`src/hdl/avne_fifo.sv`:
```
// Small register FIFO used between the front, the back and the result port.
module avne_fifo #(
   parameter int WIDTH = 8,
   parameter int DEPTH = 2
) (
   input  logic              clock,
   input  logic              reset,
   input  logic              push,
   input  logic [WIDTH-1:0]  wdata,
   output logic              full,
   input  logic              pop,
   output logic [WIDTH-1:0]  rdata,
   output logic              empty
);

   localparam int PW = (DEPTH > 1) ? $clog2(DEPTH) : 1;
   localparam int CW = $clog2(DEPTH + 1);

   logic [WIDTH-1:0] mem_ff [DEPTH];
   logic [PW-1:0]    wr_ptr_ff, wr_ptr_in;
   logic [PW-1:0]    rd_ptr_ff, rd_ptr_in;
   logic [CW-1:0]    count_ff, count_in;
   logic             do_push, do_pop;

   assign full    = (count_ff == CW'(DEPTH));
   assign empty   = (count_ff == '0);
   assign do_push = push && !full;
   assign do_pop  = pop && !empty;
   assign rdata   = mem_ff[rd_ptr_ff];

   always_comb begin
      wr_ptr_in = wr_ptr_ff;
      rd_ptr_in = rd_ptr_ff;
      count_in  = count_ff;
      if (do_push) begin
         wr_ptr_in = (wr_ptr_ff == PW'(DEPTH - 1)) ? '0 : wr_ptr_ff + 1'b1;
      end
      if (do_pop) begin
         rd_ptr_in = (rd_ptr_ff == PW'(DEPTH - 1)) ? '0 : rd_ptr_ff + 1'b1;
      end
      if (do_push && !do_pop) begin
         count_in = count_ff + 1'b1;
      end else if (do_pop && !do_push) begin
         count_in = count_ff - 1'b1;
      end
   end

   always_ff @(posedge clock) begin
      if (reset) begin
         wr_ptr_ff <= '0;
         rd_ptr_ff <= '0;
         count_ff  <= '0;
      end else begin
         wr_ptr_ff <= wr_ptr_in;
         rd_ptr_ff <= rd_ptr_in;
         count_ff  <= count_in;
      end
   end

   always_ff @(posedge clock) begin
      if (do_push) begin
         mem_ff[wr_ptr_ff] <= wdata;
      end
   end

endmodule

```
`config.mk`:
```
export PLATFORM = sky130hd
export DESIGN_NAME = avne_fifo
export DESIGN_NICKNAME = d
export VERILOG_FILES = /design/src/hdl/avne_fifo.sv
export SDC_FILE = /design/constraint.sdc
export NUM_CORES = 1
export LEC_CHECK = 0
export ABC_AREA = 1
export ABC_CLOCK_PERIOD_IN_PS = 4100
export BUFFER_PORTS_ARGS = -buffer_cell sky130_fd_sc_hd__buf_2
export CELL_PAD_IN_SITES_DETAIL_PLACEMENT = 0
export CELL_PAD_IN_SITES_GLOBAL_PLACEMENT = 1
export CORE_MARGIN = 5
export CORE_UTILIZATION = 42
export CTS_CLUSTER_DIAMETER = 30
export DETAILED_ROUTE_END_ITERATION = 10
export GPL_TIMING_DRIVEN = 0
export PLACE_DENSITY = 0.76
export SYNTH_ARGS = -nofsm -noshare
export SYNTH_HDL_FRONTEND = slang
export SYNTH_SLANG_ARGS = --single-unit
```
`constraint.sdc`:
```
create_clock -name clock -period 4.1 [get_ports clock]
set_input_delay 0.82 -clock clock [delete_from_list [all_inputs] [get_ports clock]]
set_output_delay 0.82 -clock clock [all_outputs]
set_load 0.05 [all_outputs]
```
==> flow_results.xml <==
<?xml version="1.0" encoding="UTF-8"?>
<metrics>
  <group name="clocking">
    <metric name="clkSinkCount" unit="">21</metric>
    <metric name="cts-root-to-sink-buffers" unit="">2</metric>
    <metric name="cts-root-buf" unit="">clkbuf_4</metric>
    <metric name="number_of_cts_inserted_buffers" unit="">3</metric>
    <metric name="cts.htree.levels" unit="">1</metric>
    <metric name="insertion_delay" unit="ns">0.29</metric>
    <metric name="tritoncts" unit="">yes</metric>
    <metric name="holdBufCountCts" unit="">0</metric>
    <metric name="post_cts_resize_count" unit="">0</metric>
    <metric name="path_clk_slew" unit="ns">0.11</metric>
    <metric name="postCtsSetupRepairBufs" unit="">0</metric>
  </group>
  <group name="synth">
    <metric name="synth_top_family_by_area" unit="">multiplexers</metric>
    <metric name="number_of_enable_type_register_cells_in_the_synthesized_netlist" unit="">16</metric>
    <metric name="post-synth-top-area-cell" unit="">edfxtp_1</metric>
    <metric name="area_share_of_and_or_nand_nor_cells_after_synthesis" unit="%">8.308</metric>
    <metric name="async_flop_share" unit="%">0</metric>
    <metric name="netlist_top_cells_area" unit="">edfxtp_1, dfxtp_1, mux2_2</metric>
    <metric name="syn-mean-instance-area" unit="um2">13.36</metric>
    <metric name="yosysMostFrequentCell" unit="">edfxtp_1</metric>
    <metric name="mappedNetlistNets" unit="">75</metric>
    <metric name="synth-adder-area-share" unit="%">1.511</metric>
    <metric name="synthXorXnorAreaFrac" unit="%">0</metric>
    <metric name="synthesis.yosys.warnings" unit="">0</metric>
    <metric name="yosysSeqAreaShare" unit="%">70.09</metric>
    <metric name="synth.distinct_cells" unit="">16</metric>
    <metric name="synth_compound_gate_area_share" unit="%">4.532</metric>
    <metric name="synth.area.mux_share" unit="%">10.88</metric>
    <metric name="syn_inst" unit="">62</metric>
    <metric name="ys.flop_type" unit="">edfxtp_1</metric>
    <metric name="yosys.area.top_type_share" unit="%">58.01</metric>
    <metric name="ys_top_cells_by_count" unit="">edfxtp_1, nor2_1, mux2_2</metric>
    <metric name="mappedNetlistArea" unit="um2">828.3</metric>
    <metric name="synth_seq_cells" unit="">21</metric>
  </group>
  <group name="worst_setup_path">
    <metric name="path_max_fanout" unit="">8</metric>
    <metric name="cpMaxStageDelayCell" unit="">mux2_2</metric>
    <metric name="timing.critical_path.buf_inv" unit="">2</metric>
    <metric name="worst-setup-path-type" unit="">reg -&gt; out</metric>
    <metric name="path_common_cell" unit="">buf_2</metric>
    <metric name="critPathCaptureType" unit="">output port</metric>
    <metric name="crit_path_start_kind" unit="">register</metric>
    <metric name="rrSetupSlack" unit="ns">2.53</metric>
    <metric name="cp_data_arrival_time" unit="ns">1.38</metric>
    <metric name="worst_ep_required_time" unit="ns">3.28</metric>
    <metric name="critical-path-max-stage-delay" unit="ns">0.36</metric>
    <metric name="worst_path_dominant_cell_family" unit="">buffers and inverters</metric>
    <metric name="timing.critical_path.cells" unit="">buf_2 -&gt; mux2_2 -&gt; buf_2</metric>
  </group>
  <group name="pwr">
    <metric name="pwr-share-clk" unit="%">14.1</metric>
    <metric name="netSwitchingPower" unit="mW">0.2772</metric>
    <metric name="power.share.switching" unit="%">41.43</metric>
    <metric name="max_vdd_drop" unit="uV">288.9</metric>
    <metric name="p_int" unit="mW">0.3920</metric>
    <metric name="cellPowerDensity" unit="nW/um2">673.6</metric>
    <metric name="p_leak" unit="nW">0.4107</metric>
    <metric name="comb_power_share" unit="%">42.1</metric>
    <metric name="seq_power_share" unit="%">43.8</metric>
  </group>
  <group name="timing">
    <metric name="totalNegativeSetupSlack" unit="ns">0</metric>
    <metric name="setup_repair_after_global_routing_missed_its_margin" unit="">false</metric>
    <metric name="setup-violations-final" unit="">0</metric>
    <metric name="period_needed" unit="ns">2.204</metric>
    <metric name="setup_ws" unit="ns">1.896</metric>
    <metric name="final_count_of_hold_timing_violations" unit="">0</metric>
    <metric name="max_freq" unit="MHz">453.7</metric>
    <metric name="final_min_period_over_clock_period" unit="%">53.76</metric>
    <metric name="measured_slew_at_the_worst_slew_check_pin" unit="ns">0.7059</metric>
    <metric name="clock-skew-final" unit="ns">0.009304</metric>
    <metric name="timing.max_slew.rel_slack" unit="%">52.77</metric>
    <metric name="finalMaxSlewViolations" unit="">0</metric>
  </group>
  <group name="floorplanning">
    <metric name="floorplan.die_area" unit="um2">2960</metric>
    <metric name="initial_core_util" unit="%">43.10</metric>
    <metric name="floorplan.die.width" unit="um">54.41</metric>
    <metric name="floorplan.io_pins" unit="">22</metric>
    <metric name="fp.coreArea" unit="um2">1922</metric>
    <metric name="die_h" unit="um">54.41</metric>
    <metric name="site_row_count" unit="">16</metric>
  </group>
  <group name="routing">
    <metric name="route.top_layer_used" unit="">met4</metric>
    <metric name="drt-total-wl" unit="um">1218</metric>
    <metric name="wl_per_cell" unit="um">10.68</metric>
    <metric name="drt-vias-per-instance" unit="">4.254</metric>
    <metric name="route.antenna.remaining_nets" unit="">0</metric>
    <metric name="met1_wl" unit="um">561</metric>
    <metric name="drt_first_pass_iters" unit="">4</metric>
    <metric name="routed_vias" unit="">485</metric>
    <metric name="wl_met2" unit="um">583</metric>
    <metric name="dr.first_iter.drc_count" unit="">6</metric>
    <metric name="wl_met3" unit="um">63</metric>
    <metric name="drcViolationCount" unit="">0</metric>
  </group>
  <group name="cells_and_area">
    <metric name="final_layout_size_suffix_gt1_share" unit="%">43.68</metric>
    <metric name="area_growth" unit="%">19.94</metric>
    <metric name="ant_diodes" unit="">0</metric>
    <metric name="fin_nets" unit="">101</metric>
    <metric name="layout.cells.non_filler" unit="">114</metric>
    <metric name="final_core_density" unit="%">51.69</metric>
    <metric name="final_design_area_no_fill" unit="um2">993.5</metric>
  </group>
  <group name="placed_design">
    <metric name="gp_routability_congestion" unit="">0.6880</metric>
    <metric name="io_buffers" unit="">21</metric>
    <metric name="preCtsSetupSlack" unit="ns">2.164</metric>
    <metric name="instance_count_after_placement_with_tap_cells_included" unit="">110</metric>
    <metric name="placement.cell_area" unit="um2">967.2</metric>
  </group>
  <group name="global_routing">
    <metric name="grt_overflow" unit="">0</metric>
    <metric name="antenna_found_initial" unit="">0</metric>
    <metric name="gr-usage-all-layers" unit="%">9.143</metric>
    <metric name="grt_max_degree" unit="">12</metric>
    <metric name="grt_first_pass_wirelength" unit="um">1849</metric>
    <metric name="via_count_of_the_first_global_routing_pass" unit="">447</metric>
  </group>
  <group name="status">
    <metric name="status" unit="">completed</metric>
  </group>
  <group name="hold_path">
    <metric name="min-delay-path-class" unit="">reg -&gt; reg</metric>
  </group>
  <group name="run">
    <metric name="number_of_maximum_capacitance_constraint_violations" unit="">0</metric>
  </group>
</metrics>
[per-stage QoR]
stage | hold WS, ns | power (mW)
finish | 0.5248 | 0.6692
global route | 0.5729 | 0.7123
CTS | 0.5248 | 0.6784
detailed placement | 0.5021 | 0.5837
global placement | 0.4904 | 0.5815
floorplan | 0.4741 | 0.5272
[placed cells by master (no fill, tap or decap), types with 2 or more instances in the layout]
master / count
nor2_1: 9
buf_2: 22
edfxtp_1: 16
clkbuf_4: 3
nand2_1: 4
inv_2: 2
o21ai_0: 2
inv_1: 7
mux2_2: 8
dfxtp_1: 5
o21ai_2: 2
[layout make-up]
type                       count  area (um2)
buffer                         1       5.005
timing repair buffer          21       105.1
clock buffer                   4       26.28
sequential                    21       580.6
multi-input combinational     31       209.0
fill                         184       928.4
tap                           27       33.78
inverter                       9       33.78
[power groups by stage]
stage          Combinational [mW]  Clock (mW)  Sequential (mW)
3_3_place_gp                0.284           0            0.297
5_1_grt                     0.306       0.107            0.299
4_1_cts                     0.287      0.0982            0.293
6_report                    0.282      0.0941            0.293
2_1_floorplan               0.233           0            0.294
3_5_place_dp                0.286           0            0.298
[registers in the layout (all words and copies together), names as in the netlist, named ones only]
register and count:
wr_ptr_ff 1, mem_ff 16, rd_ptr_ff 1, count_ff 2
[worst register-to-register path, stage by stage (launching register included)]
cell and delay, ns:
dfxtp_1 0.51, o21ai_2 0.14, nor2_1 0.56
[logic make-up after synthesis]
group                      after synthesis
DFF                                     21
and+or+nand+nor                         16
buffers and inverters                   10
muxes                                    8
AOI/OAI and AO/OA                        6
adders and majority gates                1
[final timing paths]
kind,from,end,cells after the start
setup / recovery,register,rdata[7],3
hold / removal,wr_ptr_ff$_SDFFE_PP0N_,wr_ptr_ff$_SDFFE_PP0N_,2
setup reg to reg,count_ff[0]$_SDFFE_PP0P_,mem_ff[0][2]$_DFFE_PP_,2
hold reg to reg,wr_ptr_ff$_SDFFE_PP0N_,wr_ptr_ff$_SDFFE_PP0N_,2
[layer usage]
layer,track usage [%],vias up
met1,11.02,213
li1,-,259
met4,6.224,0
met3,2.452,2
met5,0,-
met2,14.14,11
(Power assumes the default switching activity.)
