$ cat src/hdl/avne_pkg.sv
// Package with the word types, constants and helpers of the vertex normal estimator.
package avne_pkg;

   localparam int IDX_W           = 14;
   localparam int POS_W           = 24;
   localparam int EDGE_W          = 25;
   localparam int PROD_W          = 50;
   localparam int CROSS_W         = 51;
   localparam int NRM_W           = 56;
   localparam int SUM_W           = 57;
   localparam int CFG_W           = 16;
   localparam int DEF_MAX_VERTICES = 16384;
   localparam int MID_DEPTH       = 2;
   localparam int OUT_DEPTH       = 2;

   typedef enum logic [1:0] {
      CMD_WRITE_VERTEX = 2'd0,
      CMD_TRIANGLE     = 2'd1,
      CMD_CLEAR        = 2'd2,
      CMD_READ_NORMAL  = 2'd3
   } cmd_type;

   typedef struct packed {
      cmd_type                  cmd;
      logic [IDX_W-1:0]         vertex_index;
      logic signed [POS_W-1:0]  pos_x;
      logic signed [POS_W-1:0]  pos_y;
      logic signed [POS_W-1:0]  pos_z;
      logic [IDX_W-1:0]         corner_first;
      logic [IDX_W-1:0]         corner_second;
      logic [IDX_W-1:0]         corner_third;
   } req_type;

   typedef struct packed {
      logic signed [NRM_W-1:0]  normal_x;
      logic signed [NRM_W-1:0]  normal_y;
      logic signed [NRM_W-1:0]  normal_z;
      logic                     face_used;
      logic                     saturated;
   } rsp_type;

   // A classified command as it waits between the front and the back.
   typedef struct packed {
      req_type  req;
      logic     face_used;
   } op_type;

   typedef struct packed {
      logic signed [POS_W-1:0]  x;
      logic signed [POS_W-1:0]  y;
      logic signed [POS_W-1:0]  z;
   } vertex_type;

   typedef struct packed {
      logic signed [NRM_W-1:0]  x;
      logic signed [NRM_W-1:0]  y;
      logic signed [NRM_W-1:0]  z;
   } nrm_vec_type;

   typedef struct packed {
      logic [CFG_W-1:0]  wdata;
      logic              wen;
   } csr_type;

   typedef enum logic [3:0] {
      B_CLEAR,
      B_IDLE,
      B_VWR,
      B_NRD,
      B_NCAP,
      B_VRD,
      B_MUL,
      B_UPD,
      B_RESP
   } back_state_type;

   typedef struct packed {
      logic signed [NRM_W-1:0]  value;
      logic                     sat;
   } sat_type;

   // Adds a signed delta into a 56-bit accumulator, clamping to its range.
   function automatic sat_type sat_add(logic signed [NRM_W-1:0] acc,
                                       logic signed [SUM_W-1:0] delta);
      logic signed [SUM_W-1:0] sum;
      sat_type r;
      sum = SUM_W'(acc) + delta;
      if (sum[SUM_W-1] != sum[SUM_W-2]) begin
         r.sat   = 1'b1;
         r.value = sum[SUM_W-1] ? {1'b1, {(NRM_W-1){1'b0}}} : {1'b0, {(NRM_W-1){1'b1}}};
      end else begin
         r.sat   = 1'b0;
         r.value = sum[NRM_W-1:0];
      end
      return r;
   endfunction

endpackage

$ cat src/hdl/avne_front.sv
// Front end: accepts words, keeps the face counter and classifies triangles.
module avne_front (
   input  logic               clock,
   input  logic               reset,
   input  avne_pkg::csr_type  csr,
   input  logic               req_push,
   input  avne_pkg::req_type  req_data,
   output logic               req_full,
   input  logic               mid_full,
   input  logic               clearing,
   output logic               mid_push,
   output avne_pkg::op_type   mid_data
);
   import avne_pkg::*;

   logic [CFG_W-1:0] face_count_ff, face_count_in;
   logic [CFG_W-1:0] faces_seen_ff, faces_seen_in;

   assign req_full = mid_full || clearing;
   assign mid_push = req_push && !req_full;

   always_comb begin
      mid_data.req       = req_data;
      mid_data.face_used = (req_data.cmd == CMD_TRIANGLE) &&
                           (faces_seen_ff < (face_count_ff >> 1));
      face_count_in = csr.wen ? csr.wdata : face_count_ff;
      faces_seen_in = faces_seen_ff;
      if (mid_push) begin
         unique case (req_data.cmd)
            CMD_TRIANGLE: begin
               if (faces_seen_ff != {CFG_W{1'b1}}) begin
                  faces_seen_in = faces_seen_ff + 1'b1;
               end
            end
            CMD_CLEAR:        faces_seen_in = '0;
            CMD_WRITE_VERTEX: faces_seen_in = faces_seen_ff;
            CMD_READ_NORMAL:  faces_seen_in = faces_seen_ff;
         endcase
      end
   end

   always_ff @(posedge clock) begin
      if (reset) begin
         face_count_ff <= '0;
         faces_seen_ff <= '0;
      end else begin
         face_count_ff <= face_count_in;
         faces_seen_ff <= faces_seen_in;
      end
   end

endmodule

$ cat config.mk
export PLATFORM = sky130hd
export DESIGN_NAME = avne_front
export DESIGN_NICKNAME = d
export VERILOG_FILES = /design/src/hdl/avne_pkg.sv /design/src/hdl/avne_front.sv
export SDC_FILE = /design/constraint.sdc
export NUM_CORES = 1
export LEC_CHECK = 0
export BUFFER_PORTS_ARGS = -buffer_cell sky130_fd_sc_hd__clkbuf_2
export CAP_MARGIN = 20
export CORE_AREA = 10 10 103 105
export CTS_CLUSTER_SIZE = 8
export DETAILED_ROUTE_END_ITERATION = 8
export DIE_AREA = 0 0 113 115
export PLACE_DENSITY = 0.77
export SLEW_MARGIN = 40
export SYNTH_ARGS = -nofsm -noshare
export SYNTH_HDL_FRONTEND = slang
export SYNTH_SLANG_ARGS = --single-unit
$ cat constraint.sdc
create_clock -name clock -period 2.45 [get_ports clock]
set_input_delay 0.6125 -clock clock [delete_from_list [all_inputs] [get_ports clock]]
set_output_delay 0.6125 -clock clock [all_outputs]
set_load 0.005 [all_outputs]
==> results of run 1 <==
## metrics by stage
stage	instances	worst slack, ps	util (%)	cell area (µm²)
after floorplan	355	372	-	2930
after global placement	356	75.7	25.9	2220
after detailed placement	356	43.5	25.9	2220
after CTS	364	6.26	27.5	2350
after global routing	364	-30.5	28.0	2400
final	364	8.49	28.0	2400
## sequential cells by signal, indices dropped and copies added (netlist names)
signal / cells
face_count_ff: 15
faces_seen_ff: 16
## cell usage after synthesis, drive strengths merged (2+ instances only)
cell,instances
nand2b,2
o211ai,3
and4b,2
nand4,3
a21oi,10
and2,4
dfxtp,31
o21ai,10
a31oi,6
ha,17
and4,5
a211oi,5
nand2,13
nor4,3
o21a,2
clkbuf,2
nand3,7
and3,3
o31ai,2
inv,22
nor3,3
a221oi,2
a311oi,6
mux2i,18
buf,138
nor2,24
## critical path: cells and delay by family (launching register included)
family / cells / cell delay [ps]
buf+inv: 2 / 220
fa+ha+maj: 1 / 270
compound gates: 3 / 550
simple gates: 1 / 180
flops: 1 / 320
## how the worst max path moves through the flow
stage                                  startpoint                        endpoint  depth (start not counted)
floorplan                           req_data[128]   faces_seen_ff[1]$_SDFFE_PP0P_                          6
global placement                    req_data[128]  faces_seen_ff[10]$_SDFFE_PP0P_                          7
detailed placement                  req_data[128]  faces_seen_ff[10]$_SDFFE_PP0P_                          7
CTS                 face_count_ff[7]$_SDFFE_PP0P_                     mid_data[0]                          7
global route        face_count_ff[6]$_SDFFE_PP0P_                     mid_data[0]                          7
finish              face_count_ff[8]$_SDFFE_PP0P_                     mid_data[0]                          7
## layout make-up
cell class | count | area [µm²] | area share (%)
timing repair buffer | 33 | 180 | 7.52
clock inverter | 1 | 5.00 | 0.209
inverter | 22 | 82.6 | 3.44
tap | 108 | 135 | 5.64
clock buffer | 7 | 76.3 | 3.18
sequential | 31 | 632 | 26.4
multi-input combinational | 162 | 1290 | 53.7
## cells by family (layout without fill, tap and decap cells)
| family | count (synthesis) | count (layout) | share of synthesized area (%) |
|---|---|---|---|
| fa+ha+maj | 17 | 17 | 7.26 |
| simple gates | 74 | 74 | 14.4 |
| flops | 31 | 31 | 21.2 |
| compound gates | 53 | 53 | 13.1 |
| buf+inv | 162 | 63 | 37.9 |
| mux | 18 | 18 | 6.15 |
## routing by layer
layer / share of wire, % / vias up
li1: - / 886
met1: 35 / 882
met2: 47 / 138
met3: 14 / 43
met4: 4.7 / 0
met5: 0 / -
## repair_timing
| action | CTS | global route |
|---|---|---|
| setup endpoints to repair | 1 | 1 |
| pin swaps | 3 | 4 |
| endpoints found under the hold margin | 0 | 0 |
| hold buffers | 0 | 0 |
| resized for setup | 9 | 13 |
| buffers inserted | 0 | 0 |
## where the power goes
part           leakage (µW)  switching, µW  total (µW)  internal (µW)
clock             0.0000422            200         399            199
combinational      0.000665           74.8         138           63.3
sequential         0.000257           9.36         530            520
## cell usage in the layout, fill, tap and decap left out, types with 3 or more instances in the layout
cell type  instances
a211oi_1           3
o21ai_1            3
and3_1             3
ha_1              13
clkbuf_2          26
ha_4               4
mux2i_1           18
o211ai_1           3
dfxtp_1           22
buf_4              6
a21oi_1            9
nand3_1            7
nand4_1            3
dfxtp_2            9
inv_1             21
nand2_1           13
and4_1             5
a311oi_1           5
clkbuf_8           5
o21ai_0            7
nor2_1            22
a31oi_1            6
==> results.cfg, run 1 <==
[global_route]
grtUsageMet3_pct = 5.73
grt_util_met2_pct = 15.1
grt_max_degree = 19
grt_use_met1_pct = 8.63
grt-busiest-layer = met2
grt_overflow = 0
grt_pass1_vias = 1939
track_usage_pct = 9.32
antenna_found_initial = 0
grt_pass1_wl_um = 9830

[min_path]
min_to = face_count_ff[8]$_SDFFE_PP0P_
min_from = face_count_ff[8]$_SDFFE_PP0P_
worstHoldPathType = flip-flop to flip-flop
hold_depth = 2

[layout]
diodes = 0
layout-drive-gt1-share_pct = 27.0
area_delta_synth_final_pct = -18.2
fin_nets = 424
final.fill_count = 873

[clocking]
clk_pin_slew_ps = 70
htreeDepth = 2
clock_path_buffers = 2
clk_latency_ps = 290
tritoncts = done
clockRootBuffer = clkbuf_8
numClockSinks = 31
cts_made_buffers = 5

[yosys]
yosysWarnings = 0
post_synth.cell_area_avg_um2 = 8.26
synth_cell_types = 52
seq_area_frac_synth_pct = 21.2
async_reset_ff_share_pct = 0
synthTopCellsByArea = buf_4 (34%), dfxtp_1 (21%), ha_1 (7.3%), mux2i_1 (6.1%), inv_1 (2.8%)
ys.flop_type = dfxtp_1
synth_edf_count = 0
yosys.area.top_type = buf_4
syn_nets = 524
synthesis.area_um2 = 2930
synth_seq_cells = 31
syn_inst = 355
synth_top_area_share_pct = 33.5

[route]
viasPerCell = 5.35
wl_per_cell_um = 18.4
ant_nets = 0
via_count = 1949
drc_errors = 0
drt-initial-drc-count = 121
postRouteWirelength_um = 6690
firstDrtPassIters = 4

[pwr]
leakagePower_uw = 0.000964
max-vdd-ir-drop_mv = 0.193
p_per_area_nw_per_um2 = 445
p_total_uw = 1070

[timing]
drv_slew = 0
hold_slack_ps = 485
rsz0062_at_grt = true
worst_slew_pin_slew_ps = 531
relSlewSlack_pct = 64.6
setup_viol = 0
hold_viol = 0
setup_tns_ps = 0
clock.fmax_ghz = 0.410
period_needed_ps = 2440
fin_worst_skew_ps = 4.92
post-route-period-util_pct = 99.7

[setup_path]
path_cells = inv_1 > ha_4 > and4_1 > o21ai_1 > o31ai_2 > a311oi_1 > buf_2
reg2reg_slack_ps = 390
critPathLaunchType = flip-flop
r2r-start = faces_seen_ff[1]$_SDFFE_PP0P_
crit_slowest_cell = o31ai_2
end_kind = output port
path_max_fanout = 3
critPathKind = flip-flop to output port
timing.rr.end = faces_seen_ff[14]$_SDFFE_PP0P_
critPathMaxStageDelay_ps = 330
reg2reg_depth = 6
cp_data_arrival_time_ps = 1830
worst_ep_required_time_ps = 1840

[floorplan]
io_pins = 285
initial_utilization_pct = 34.3
rows = 34
coreArea_um2 = 8550
dieArea_um2 = 13000
fp.dieH_um = 115
die-width_um = 113

[placed_design]
gp_congestion = 0.856
dp_hpwl_um = 5130
io_buffers = 27

[flow_run]
max_cap_violations = 0

[run_status]
outcome = finished, final reports clean
Power figures use the tool's default switching activity.
==> inputs of run 2 (changes only) <==
--- a/config.mk
+++ b/config.mk
@@ -7,11 +7,11 @@
 export LEC_CHECK = 0
 export BUFFER_PORTS_ARGS = -buffer_cell sky130_fd_sc_hd__clkbuf_2
 export CAP_MARGIN = 20
-export CORE_AREA = 10 10 103 105
+export CORE_MARGIN = 10
+export CORE_UTILIZATION = 25
 export CTS_CLUSTER_SIZE = 8
 export DETAILED_ROUTE_END_ITERATION = 8
-export DIE_AREA = 0 0 113 115
-export PLACE_DENSITY = 0.77
+export PLACE_DENSITY = 0.59
 export SLEW_MARGIN = 40
 export SYNTH_ARGS = -nofsm -noshare
 export SYNTH_HDL_FRONTEND = slang
==> run 2 against run 1 <==
  * Setup slack improved by 51 ps
  * Flip-flop and latch count did not move
  * Core utilization fell by 6.3 points
  * Critical path depth did not move
  * Routed wire length fell by 13%
==> results.cfg, run 2 (synthesis results as in run 1) <==
[route]
drc_errors = 0
firstDrtPassIters = 4
ant_nets = 0
postRouteWirelength_um = 5790
wl_per_cell_um = 14.6
via_count = 1844
drt-initial-drc-count = 118
viasPerCell = 4.64

[timing]
worst_slew_pin_slew_ps = 516
post-route-period-util_pct = 97.6
fin_worst_skew_ps = 7.49
rsz0062_at_grt = true
hold_viol = 0
relSlewSlack_pct = 65.6
clock.fmax_ghz = 0.418
fin_ws_ps = 59.5
period_needed_ps = 2390
drv_slew = 0
setup_viol = 0

[pwr]
p_total_uw = 1270
p_sw_share_pct = 23.1
max-vdd-ir-drop_mv = 0.356
leakagePower_uw = 0.000991
p_per_area_nw_per_um2 = 512
power.internal_uw = 980
clock_power_share_pct = 47.3
p_seq_share_pct = 41.6
p_switching_uw = 294
combPwrFrac_pct = 11.1

[layout]
reg.largest.list = faces_seen_ff: 16 flops, face_count_ff: 15 flops
fin_nets = 423
diodes = 0
final_cell_mix = clkbuf_2 (26), dfxtp_1 (25), nor2_1 (22), inv_1 (21), mux2i_1 (18)
largest_register_ffs = 16
area_delta_synth_final_pct = -15.1
layout-drive-gt1-share_pct = 26.8
final_common_cell = clkbuf_2
top_register = faces_seen_ff

[min_path]
worstHoldPathType = flip-flop to flip-flop

[clocking]
cts_made_buffers = 5
tritoncts = done
clock_path_buffers = 2
htreeDepth = 2
clk_pin_slew_ps = 50
clk_latency_ps = 270
clockRootBuffer = clkbuf_16
post_cts_hold_buffer_count = 0
numClockSinks = 31

[setup_path]
end_kind = output port
critPathTopFamily = compound AO/OA/AOI/OAI gates
worst_ep_required_time_ps = 1840
crit_slowest_cell = dfxtp_1
critPathLaunchType = flip-flop
path_cells = inv_1 > ha_1 > and4_1 > o21ai_2 > o31ai_4 > a311oi_2 > buf_2
cp_data_arrival_time_ps = 1780
critPathKind = flip-flop to output port
cp.buffers_inverters = 2
path_max_fanout = 2
critPathMaxStageDelay_ps = 320

[floorplan]
fp.dieH_um = 128
die-width_um = 128
dieArea_um2 = 16500
coreArea_um2 = 11500
rows = 39
initial_utilization_pct = 25.6
io_pins = 285

[global_route]
antenna_found_initial = 0
grt_pass1_vias = 1834
grt_max_degree = 20
grt_overflow = 0
grt_pass1_wl_um = 9240
track_usage_pct = 6.98

[run_status]
outcome = finished, final reports clean

[placed_design]
gp_congestion = 0.817
place_ws_ps = 28.6
dp_hpwl_um = 4290
io_buffers = 27

[flow_run]
max_cap_violations = 0
## run 2: cell count changes in the layout (fill, tap and decap cells not counted), sizes merged
cell,before,now
buf,7,6
clkbuf,33,32
## run 2: stage by stage
step | area, µm² | hold WS, ps | instances | util (%) | TNS [ps]
3_5_place_dp | 2250 | 482 | 390 | 19.7 | 0
5_1_grt | 2490 | 531 | 397 | 21.7 | -44.2
4_1_cts | 2480 | 496 | 397 | 21.6 | -9.28
2_1_floorplan | 2930 | 460 | 355 | - | 0
3_3_place_gp | 2250 | 478 | 390 | 19.7 | 0
6_report | 2490 | 491 | 397 | 21.7 | 0
## run 2: layer usage
metal	GRT usage [%]	vias up	share of wire, %
met5	0	-	0
li1	-	884	-
met1	7.90	849	42
met2	10.2	63	43
met3	2.48	48	8.1
met4	6.03	0	6.8
## run 2: cell type report
cell class | instances | area [µm²]
timing repair buffer | 32 | 173
fill | 1241 | 8980
clock inverter | 1 | 5.00
clock buffer | 6 | 139
sequential | 31 | 628
multi-input combinational | 162 | 1280
inverter | 22 | 82.6
tap | 143 | 179
## run 2: worst reg2reg max path, stage by stage, from the launching register on
cell and delay, ps:
dfxtp_1 440, ha_1 260, nand3_1 240, nor2_2 500, a21oi_4 210, a311oi_1 300
## run 2: path summary, 6_finish.rpt
check,end,slack [ps],from,cells after the start
worst min-delay path,face_count_ff[6]$_SDFFE_PP0P_,490,face_count_ff[6]$_SDFFE_PP0P_,2
worst min register to register,face_count_ff[6]$_SDFFE_PP0P_,490,face_count_ff[6]$_SDFFE_PP0P_,2
worst max register to register,faces_seen_ff[14]$_SDFFE_PP0P_,410,faces_seen_ff[0]$_SDFFE_PP0P_,5
worst max-delay path,mid_data[0],60,face_count_ff[6]$_SDFFE_PP0P_,7
## run 2: power groups by stage
stage / Sequential (µW) / Clock, µW / Combinational (µW)
2_1_floorplan: 537 / 0 / 254
3_3_place_gp: 539 / 0 / 125
3_5_place_dp: 540 / 0 / 127
4_1_cts: 530 / 620 / 145
5_1_grt: 531 / 649 / 159
6_report: 530 / 603 / 142
## run 2: repair_timing
action	CTS	global route
hold endpoints to repair	0	0
setup buffers	0	0
gates cloned	0	0
gates resized for setup	17	5
pin swaps	4	4
setup endpoints to repair	1	1
